==> src/rtl/clsr_pkg.sv <==
// ----------------------------------------------------------------------------
// clsr_pkg - shared types and constants of the combined LCG shuffle generator
// Item formats of both channels, generator moduli and multipliers, fold
// constants for the modular reduction and the fraction clamp.
// ----------------------------------------------------------------------------
package clsr_pkg;

    localparam int unsigned W = 31;

    typedef struct packed {
        logic         mode;
        logic [W-1:0] seed_value;
    } t_in_item;

    typedef struct packed {
        logic [W-1:0] draw;
        logic [W-1:0] fraction;
    } t_out_item;

    // request to the modular multiplier
    typedef struct packed {
        logic         sel_b;
        logic [W-1:0] op;
    } t_mm_req;

    // table write port
    typedef struct packed {
        logic         en;
        logic [W-1:0] data;
    } t_tbl_wr;

    localparam logic [W-1:0] MOD_A    = 31'd2147483563;
    localparam logic [W-1:0] MOD_B    = 31'd2147483399;
    localparam logic [15:0]  MUL_A    = 16'd40014;
    localparam logic [15:0]  MUL_B    = 16'd40692;
    // 2^31 mod MOD_A and 2^31 mod MOD_B
    localparam logic [7:0]   FOLD_A   = 8'd85;
    localparam logic [7:0]   FOLD_B   = 8'd249;
    localparam logic [W-1:0] X_RESET  = 31'd1;
    localparam logic [W-1:0] Y_RESET  = 31'd123456789;
    localparam logic [W-1:0] FRAC_MAX = 31'd2147483390;

endpackage

==> src/rtl/clsr_mulmod.sv <==
// ----------------------------------------------------------------------------
// clsr_mulmod - shared two-stage modular multiplier
// Computes 40014*v mod MOD_A or 40692*v mod MOD_B. Stage one forms the 47-bit
// product, stage two folds the bits above 2^31 back and corrects once.
// ----------------------------------------------------------------------------
module clsr_mulmod (
    input  logic                i_clk,
    input  clsr_pkg::t_mm_req   i_req,
    output logic [30:0]         o_res
);

    logic [46:0] r_prod;
    logic        r_sel_b;
    logic [30:0] r_res;

    logic [15:0] mul;
    logic [7:0]  fold;
    logic [30:0] modulus;
    logic [23:0] fold_prod;
    logic [31:0] sum;
    logic [31:0] red;

    assign mul = i_req.sel_b ? clsr_pkg::MUL_B : clsr_pkg::MUL_A;

    always_ff @(posedge i_clk) begin
        r_prod  <= 47'(i_req.op) * 47'(mul);
        r_sel_b <= i_req.sel_b;
    end

    always_comb begin
        fold      = r_sel_b ? clsr_pkg::FOLD_B : clsr_pkg::FOLD_A;
        modulus   = r_sel_b ? clsr_pkg::MOD_B : clsr_pkg::MOD_A;
        fold_prod = 24'(r_prod[46:31]) * 24'(fold);
        sum       = 32'(r_prod[30:0]) + 32'(fold_prod);
        // sum stays below twice the modulus
        red       = (sum >= 32'(modulus)) ? (sum - 32'(modulus)) : sum;
    end

    always_ff @(posedge i_clk) begin
        r_res <= red[30:0];
    end

    assign o_res = r_res;

endmodule

==> src/rtl/clsr_table.sv <==
// ----------------------------------------------------------------------------
// clsr_table - Bays-Durham shuffle table
// One write and one registered read a cycle. Per-entry valid bits cleared at
// reset make unwritten entries read as zero.
// ----------------------------------------------------------------------------
module clsr_table #(
    parameter int DEPTH = 32,
    parameter int IDX_W = (DEPTH > 1) ? $clog2(DEPTH) : 1
) (
    input  logic                i_clk,
    input  logic                i_rst_n,
    input  clsr_pkg::t_tbl_wr   i_wr,
    input  logic [IDX_W-1:0]    i_wr_idx,
    input  logic [IDX_W-1:0]    i_rd_idx,
    output logic [30:0]         o_rd_data
);

    logic [30:0]      r_mem [DEPTH];
    logic [DEPTH-1:0] r_valid;
    logic [30:0]      r_rd_data;
    logic             r_rd_vld;
    logic             rd_hit;

    assign rd_hit = ({1'b0, i_rd_idx} < (IDX_W+1)'(DEPTH));

    always_ff @(posedge i_clk) begin
        if (i_wr.en) begin
            r_mem[i_wr_idx] <= i_wr.data;
        end
        if (rd_hit) begin
            r_rd_data <= r_mem[i_rd_idx];
        end
    end

    always_ff @(posedge i_clk) begin
        if (!i_rst_n) begin
            r_valid  <= '0;
            r_rd_vld <= 1'b0;
        end else begin
            if (i_wr.en) begin
                r_valid[i_wr_idx] <= 1'b1;
            end
            r_rd_vld <= rd_hit ? r_valid[i_rd_idx] : 1'b0;
        end
    end

    assign o_rd_data = r_rd_vld ? r_rd_data : 31'd0;

endmodule

==> src/rtl/combined_lcg_shuffle_rng.sv <==
// ----------------------------------------------------------------------------
// combined_lcg_shuffle_rng - combined LCG generator behind a shuffle table
// Items are taken one at a time: o_in_stall stays high until the draw of the
// last item has entered the output register, which waits while the output is
// stalled. A reseed first steps the first generator TABLE_DEPTH+8 times through
// the shared two-stage modular multiplier, which also serves every draw.
// Reset: synchronous, loads the generators with their reset values, clears the
// shuffle output, the output valid and the table valid bits.
module combined_lcg_shuffle_rng #(
    parameter int TABLE_DEPTH = 32
) (
    input  logic                  i_clk,
    input  logic                  i_rst_n,
    input  logic                  i_in_valid,
    output logic                  o_in_stall,
    input  clsr_pkg::t_in_item    i_in_data,
    output logic                  o_out_valid,
    input  logic                  i_out_stall,
    output clsr_pkg::t_out_item   o_out_data
);

    localparam int IDX_W = (TABLE_DEPTH > 1) ? $clog2(TABLE_DEPTH) : 1;
    localparam int QW    = $clog2(TABLE_DEPTH) + 1;
    localparam int CW    = $clog2(TABLE_DEPTH + 8);
    // slot = draw / SPAN_L by reciprocal multiplication, exact for 31-bit draws
    localparam longint SPAN_L = 64'sd1 + (64'sd2147483562 / longint'(TABLE_DEPTH));
    localparam int     RSH    = 31 + $clog2(SPAN_L);
    localparam logic [31:0] RECIP =
        32'(((64'sd1 <<< RSH) + SPAN_L - 64'sd1) / SPAN_L);

    localparam logic [3:0] S_IDLE     = 4'd0;
    localparam logic [3:0] S_SEED_MUL = 4'd1;
    localparam logic [3:0] S_SEED_RED = 4'd2;
    localparam logic [3:0] S_SEED_WB  = 4'd3;
    localparam logic [3:0] S_DIV      = 4'd4;
    localparam logic [3:0] S_MUL_X    = 4'd5;
    localparam logic [3:0] S_MUL_Y    = 4'd6;
    localparam logic [3:0] S_GET_X    = 4'd7;
    localparam logic [3:0] S_GET_Y    = 4'd8;
    localparam logic [3:0] S_FRAC     = 4'd9;
    localparam logic [3:0] S_OUT      = 4'd10;

    logic [3:0]    r_state, n_state;
    logic [30:0]   r_x, n_x;
    logic [30:0]   r_y, n_y;
    logic [30:0]   r_so, n_so;
    logic [CW-1:0] r_cnt, n_cnt;
    logic [QW-1:0] r_q, n_q;
    logic [30:0]   r_frac, n_frac;
    logic          r_ovalid, n_ovalid;
    clsr_pkg::t_out_item r_out, n_out;

    clsr_pkg::t_mm_req mm_req;
    logic [30:0]       mm_res;
    clsr_pkg::t_tbl_wr tbl_wr;
    logic [IDX_W-1:0]  tbl_wr_idx;
    logic [30:0]       tbl_rd;

    logic          in_xfer;
    logic [30:0]   seed;
    logic [62:0]   slot_prod;
    logic          slot_ok;
    logic [30:0]   picked;
    logic [32:0]   mix;
    logic [37:0]   t85;
    logic [31:0]   fold_sum;
    logic [31:0]   frac_q;

    clsr_mulmod u_mulmod (
        .i_clk (i_clk),
        .i_req (mm_req),
        .o_res (mm_res)
    );

    clsr_table #(
        .DEPTH (TABLE_DEPTH),
        .IDX_W (IDX_W)
    ) u_table (
        .i_clk     (i_clk),
        .i_rst_n   (i_rst_n),
        .i_wr      (tbl_wr),
        .i_wr_idx  (tbl_wr_idx),
        .i_rd_idx  (r_q[IDX_W-1:0]),
        .o_rd_data (tbl_rd)
    );

    assign o_in_stall  = (r_state != S_IDLE);
    assign in_xfer     = i_in_valid && (r_state == S_IDLE);
    assign o_out_valid = r_ovalid;
    assign o_out_data  = r_out;

    always_comb begin
        // reduce the seed once, then map zero to one
        seed = (i_in_data.seed_value >= clsr_pkg::MOD_A) ?
               (i_in_data.seed_value - clsr_pkg::MOD_A) : i_in_data.seed_value;
        if (seed == 31'd0) begin
            seed = 31'd1;
        end

        slot_prod = 63'(r_so) * 63'(RECIP);
        slot_ok   = (r_q < QW'(TABLE_DEPTH));
        picked    = slot_ok ? tbl_rd : 31'd0;
        mix       = {2'b00, picked} - {2'b00, mm_res};
        if (mix[32] || (mix == 33'd0)) begin
            mix = mix + 33'(clsr_pkg::MOD_A - 31'd1);
        end

        // floor(d*2^31/MOD_A) = d + floor(85*d/MOD_A)
        t85      = 38'(r_so) + (38'(r_so) << 2) + (38'(r_so) << 4) + (38'(r_so) << 6);
        fold_sum = 32'(t85[30:0]) + (32'(t85[37:31]) * 32'(clsr_pkg::FOLD_A));
        frac_q   = 32'(r_so) + 32'(t85[37:31])
                 + 32'(fold_sum >= 32'(clsr_pkg::MOD_A));
    end

    always_comb begin
        n_state    = r_state;
        n_x        = r_x;
        n_y        = r_y;
        n_so       = r_so;
        n_cnt      = r_cnt;
        n_q        = r_q;
        n_frac     = r_frac;
        n_ovalid   = r_ovalid;
        n_out      = r_out;
        mm_req     = '{sel_b: 1'b0, op: r_x};
        tbl_wr     = '{en: 1'b0, data: mm_res};
        tbl_wr_idx = r_cnt[IDX_W-1:0];

        if (r_ovalid && !i_out_stall) begin
            n_ovalid = 1'b0;
        end

        case (r_state)
            S_IDLE: begin
                if (in_xfer) begin
                    if (i_in_data.mode) begin
                        n_x     = seed;
                        n_y     = seed;
                        n_cnt   = CW'(TABLE_DEPTH + 7);
                        n_state = S_SEED_MUL;
                    end else begin
                        n_state = S_DIV;
                    end
                end
            end
            S_SEED_MUL: begin
                n_state = S_SEED_RED;
            end
            S_SEED_RED: begin
                n_state = S_SEED_WB;
            end
            S_SEED_WB: begin
                n_x = mm_res;
                if (r_cnt < CW'(TABLE_DEPTH)) begin
                    tbl_wr.en = 1'b1;
                end
                if (r_cnt == '0) begin
                    // entry zero seeds the shuffle output
                    n_so    = mm_res;
                    n_state = S_DIV;
                end else begin
                    n_cnt   = r_cnt - CW'(1);
                    n_state = S_SEED_MUL;
                end
            end
            S_DIV: begin
                n_q     = QW'(slot_prod >> RSH);
                n_state = S_MUL_X;
            end
            S_MUL_X: begin
                n_state = S_MUL_Y;
            end
            S_MUL_Y: begin
                mm_req  = '{sel_b: 1'b1, op: r_y};
                n_state = S_GET_X;
            end
            S_GET_X: begin
                n_x     = mm_res;
                n_state = S_GET_Y;
            end
            S_GET_Y: begin
                n_y        = mm_res;
                tbl_wr     = '{en: slot_ok, data: r_x};
                tbl_wr_idx = r_q[IDX_W-1:0];
                n_so       = mix[30:0];
                n_state    = S_FRAC;
            end
            S_FRAC: begin
                n_frac  = (frac_q > 32'(clsr_pkg::FRAC_MAX)) ?
                          clsr_pkg::FRAC_MAX : frac_q[30:0];
                n_state = S_OUT;
            end
            S_OUT: begin
                // hold until the output register is free
                if (!r_ovalid || !i_out_stall) begin
                    n_out    = '{draw: r_so, fraction: r_frac};
                    n_ovalid = 1'b1;
                    n_state  = S_IDLE;
                end
            end
            default: begin
                n_state = S_IDLE;
            end
        endcase
    end

    always_ff @(posedge i_clk) begin
        if (!i_rst_n) begin
            r_state  <= S_IDLE;
            r_x      <= clsr_pkg::X_RESET;
            r_y      <= clsr_pkg::Y_RESET;
            r_so     <= 31'd0;
            r_ovalid <= 1'b0;
        end else begin
            r_state  <= n_state;
            r_x      <= n_x;
            r_y      <= n_y;
            r_so     <= n_so;
            r_ovalid <= n_ovalid;
        end
    end

    always_ff @(posedge i_clk) begin
        r_cnt  <= n_cnt;
        r_q    <= n_q;
        r_frac <= n_frac;
        r_out  <= n_out;
    end

    a_slot_in_range: assert property (@(posedge i_clk) disable iff (!i_rst_n)
        (r_state == S_MUL_X) |-> (r_q < QW'(TABLE_DEPTH)))
        else $error("shuffle slot beyond table depth");

    a_draw_range: assert property (@(posedge i_clk) disable iff (!i_rst_n)
        (r_state == S_FRAC) |-> ((r_so != 31'd0) && (r_so < clsr_pkg::MOD_A)))
        else $error("draw outside 1..MOD_A-1");

    a_gen_range: assert property (@(posedge i_clk) disable iff (!i_rst_n)
        (r_state == S_IDLE) |-> (r_x < clsr_pkg::MOD_A))
        else $error("first generator not reduced");

    a_frac_clamp: assert property (@(posedge i_clk) disable iff (!i_rst_n)
        $rose(o_out_valid) |-> (o_out_data.fraction <= clsr_pkg::FRAC_MAX))
        else $error("fraction above clamp");

endmodule

==> config.mk <==
export PLATFORM = sky130hd
export DESIGN_NAME = combined_lcg_shuffle_rng
export DESIGN_NICKNAME = d
export VERILOG_FILES = /design/src/rtl/clsr_pkg.sv /design/src/rtl/clsr_mulmod.sv /design/src/rtl/clsr_table.sv /design/src/rtl/combined_lcg_shuffle_rng.sv
export SDC_FILE = /design/constraint.sdc
export NUM_CORES = 2
export LEC_CHECK = 0
export BUFFER_PORTS_ARGS = -buffer_cell sky130_fd_sc_hd__buf_2
export CAP_MARGIN = 10
export CORE_MARGIN = 2
export CORE_UTILIZATION = 65
export CTS_BUF_LIST = sky130_fd_sc_hd__clkbuf_2 sky130_fd_sc_hd__clkbuf_4 sky130_fd_sc_hd__clkbuf_8
export DETAILED_ROUTE_END_ITERATION = 10
export HOLD_SLACK_MARGIN = 0.03
export PLACE_DENSITY = 0.82
export SYNTH_ARGS = -nofsm -noshare
export SYNTH_HDL_FRONTEND = slang
export SYNTH_SLANG_ARGS = --single-unit
==> constraint.sdc <==
create_clock -name i_clk -period 15.05 [get_ports i_clk]
set_input_delay 0.7525 -clock i_clk [delete_from_list [all_inputs] [get_ports i_clk]]
set_output_delay 0.7525 -clock i_clk [all_outputs]
set_load 0.05 [all_outputs]
==> metrics.md <==
| Metric | Value |
|---|---|
| Status | `complete, no violations` |
| Metal-1 WL | `74,140 um` |
| Register bit total from synthesis | `approximately 1,300` |
| Number of synthesized flops with an enable pin | `1,097` |
| Fill cells | `7,304` |
| FF+latch area | `37,750 sq um` |
| YS warnings | `0` |
| Net Sw Frac | `0.4579` |
| Commonest non-fill, non-tap cells in the layout | `1,097 x edfxtp_1, 637 x inv_1, 507 x ha_1` |
| CTS Sinks | `1,337` |
| Initial Util | `0.6569` |
| Max-cap viol count | `0` |
| Psw | `8.992 mW` |
| Sequential fraction of the synthesis area | `0.4938` |
| Distinct cells, synth | `105` |
| DR top layer | `met5` |
| Largest net degree at the start of global routing | `around 150` |
| Setup Crit Path Kind | `reg2reg` |
| Clock latency on the worst-skew pair | `940 ps` |
| Total Power | `around 20 mW` |
| Met3 wire len | `~20,000 um` |
| WL met2 | `99,010 um` |
| Dpl hpwl | `between 100,000 and 150,000 um` |
| Min Tclk post-route | `approximately 14,000 ps` |
| Total CTS buffers | `203` |
| Actual slew at the worst max-slew pin | `1409 ps` |
| Vias | `48,700` |
| Clock root cell | `clkbuf_8` |
| Gr ovfl total | `0` |
| Peak Freq | `72.60 MHz` |
| Worst EP arrival | `between 10,000 and 15,000 ps` |
| Relative slew margins | `0.05049` |
| Ports | `100` |
| Setup tns final | `0 ps` |
| Post-Synthesis Cells | `~5,600` |
| Netlist Area Pre-Place | `~76,000 sq um` |
| Final Worst Setup Slack | `1277 ps` |
| Mapped Nets | `6,546` |
| FP Rows | `125` |
| Pint | `10.65 mW` |
| Slowest cell on the critical path | `dfxtp_1` |
| CP startpoint kind | `flip-flop` |
| Crit. End Element | `flip-flop` |
| Period utilisation layout | `0.9152` |
| Core area | `116,400 sq um` |
| Setup violations, final | `0` |
| HP Class | `in2reg` |
| Worst-path clk slew | `70 ps` |
| Power per cell area | `234.4 nW/um^2` |
| 1st-iter DRT viols | `5,809` |
| Seq pwr share | `0.251` |
| CTS tree | `yes` |
| Layout cells sized above 1 | `0.1719` |
| Crit-path max cell delay | `700 ps` |
| Die area | `between 100,000 and 150,000 sq um` |
| Die width | `~350 um` |
| Routed WL per cell | `27.31 um` |
| Post-DR vias/cell | `6.518` |
| Crit-path max FO | `16` |
| Vias in the first global route | `49,390` |
| GPL Wtd Cong | `0.9751` |
| Max VDD drop | `642.6 uV` |
| Antenna viol nets, final | `0` |
| Initial DRT Pass Iterations | `8` |
| Final net count | `6,756` |
| Async S/R FF share, synth | `0` |
| Worst clock skew | `86.75 ps` |
| Number of H-tree levels | `4` |
| Fin. max-slew vios | `0` |
| Total GRT Usage | `0.3434` |
| Commonest non-fill, non-tap cell in the layout | `edfxtp_1` |
| Non-Filler Instances | `7,471` |
| Leak | `between 30 and 40 nW` |
| Worst path required time | `15,680 ps` |
| Synth-to-Final Area Change | `9.591%` |
| Placed Instances | `a little over 7,000` |
| Hold Fails Final Rpt | `0` |
| RSZ-0062 raised after global routing | `no` |
| Final wirelength | `204,100 um` |
| Clock Power Share | `0.163` |
| Dpl ws | `1347 ps` |
| Die Y | `346.9 um` |
| Multi-input gate area | `35,980 sq um` |
| Main synth FF type | `edfxtp_1` |
| Initial antenna violation count | `3` |
| Clock tree buffer depth | `3` |
| PortBufs | `99` |
| Global-route wire length before repair | `305,400 um` |
| Synthesized area per cell | `13.76 sq um` |
| Logic pwr share | `0.587` |
| Residual DRC | `0` |
## sequential cells by signal (all words and copies together), names as in the netlist, 4 cells and up
register / cells
u_table.r_valid: 32
r_state: 4
r_so: 31
o_out_data: 62
r_x: 31
r_frac: 31
r_y: 31
u_table.r_rd_data: 31
r_q: 6
u_mulmod.o_res: 31
u_table.r_mem: 992
r_cnt: 6
u_mulmod.r_prod: 46
## what timing repair did
item / CTS / global route
resized for setup: 0 / 1
endpoints found under the setup margin: 0 / 28
hold buffers: 0 / 0
buffers inserted: 0 / 0
## path summary, 6_finish.rpt
check                    to  depth (start not counted)         from  slack, ps
max              r_frac[13]                         50      r_so[3]       1280
min             o_out_valid                          3  i_out_stall        170
max reg2reg      r_frac[13]                         50      r_so[3]       1280
min reg2reg  o_out_data[10]                          0   r_frac[10]        420
## Yosys cell counts (17+ instances only)
master,number,share of area
edfxtp_1,1097,0.43
inv_1,637,0.031
ha_1,507,0.083
fa_1,448,0.12
nand2_1,352,0.017
mux4_2,321,0.095
dfxtp_1,240,0.063
a21oi_1,201,0.013
nor2_1,198,0.0097
o21ai_0,170,0.011
clkbuf_1,142,0.0070
xnor2_1,128,0.015
and2_1,99,0.0081
a21o_1,74,0.0073
o211ai_1,71,0.0070
nor3_1,67,0.0044
o21a_1,62,0.0061
nand3_1,55,0.0036
xor2_1,52,0.0060
nor2b_1,51,0.0042
a31oi_1,40,0.0033
nand4_1,40,0.0033
o211a_1,38,0.0050
mux2_2,36,0.0053
a211oi_1,31,0.0030
buf_1,27,0.0013
nand2b_1,24,0.0020
nor4_1,24,0.0020
and3_1,23,0.0019
or2_2,23,0.0019
or3_1,22,0.0018
o31ai_1,17,0.0017
## worst max-delay path: cells and delay by family (launching register included)
family | cells | cell delay [ps]
adder cells (fa/ha/maj) | 10 | 4100
flip-flops | 1 | 700
AND/OR/NAND/NOR | 9 | 1810
buffers and inverters | 5 | 420
multiplexers | 1 | 270
XOR/XNOR | 3 | 580
AO/OA/AOI/OAI | 22 | 5640
## per-layer routing
| layer | GRT usage | up-vias |
|---|---|---|
| met5 | 0 | - |
| met1 | 0.4552 | 24300 |
| met4 | 0.1665 | 2 |
| li1 | - | 20820 |
| met3 | 0.06113 | 603 |
| met2 | 0.5552 | 2968 |
## kinds of logic after synthesis
group | count (synthesis) | share of synthesized area
AND/OR/NAND/NOR | 1043 | 0.06728
multiplexers | 371 | 0.1017
AO/OA/AOI/OAI | 842 | 0.07430
other | 1 | 0.00004906
adder cells (fa/ha/maj) | 956 | 0.2005
buffers and inverters | 824 | 0.04142
XOR/XNOR | 181 | 0.02092
flip-flops | 1337 | 0.4938
## power groups by stage
stage	logic [mW]	registers [mW]	clock network, mW
5_1_grt	12.7	4.93	3.36
3_3_place_gp	10.9	4.99	0
6_report	11.5	4.92	3.20
2_1_floorplan	8.07	4.89	0
3_5_place_dp	11.2	5.00	0
4_1_cts	11.3	4.92	3.22
## per-stage QoR
| stage | hold slack [ps] | utilization | area (sq um) |
|---|---|---|---|
| 2_1_floorplan | 400.3 | - | 76430 |
| 3_3_place_gp | 402.1 | 0.6795 | 79070 |
| 3_5_place_dp | 404.5 | 0.6795 | 79070 |
| 4_1_cts | 114.6 | 0.7170 | 83440 |
| 5_1_grt | 198.8 | 0.7199 | 83760 |
| 6_report | 165.7 | 0.7199 | 83760 |
## cell type report
| cell class | count | share of cell area |
|---|---|---|
| well taps | 1524 | 0.02276 |
| flip-flops and latches | 1337 | 0.4506 |
| repair buffers | 190 | 0.01628 |
| clock inverters | 93 | 0.009306 |
| multi-input cells | 3395 | 0.4295 |
| clock buffers | 292 | 0.04282 |
| inverters | 638 | 0.02859 |
| diodes | 2 | 0.00005975 |
No activity file was read; power rests on OpenSTA's default activity.
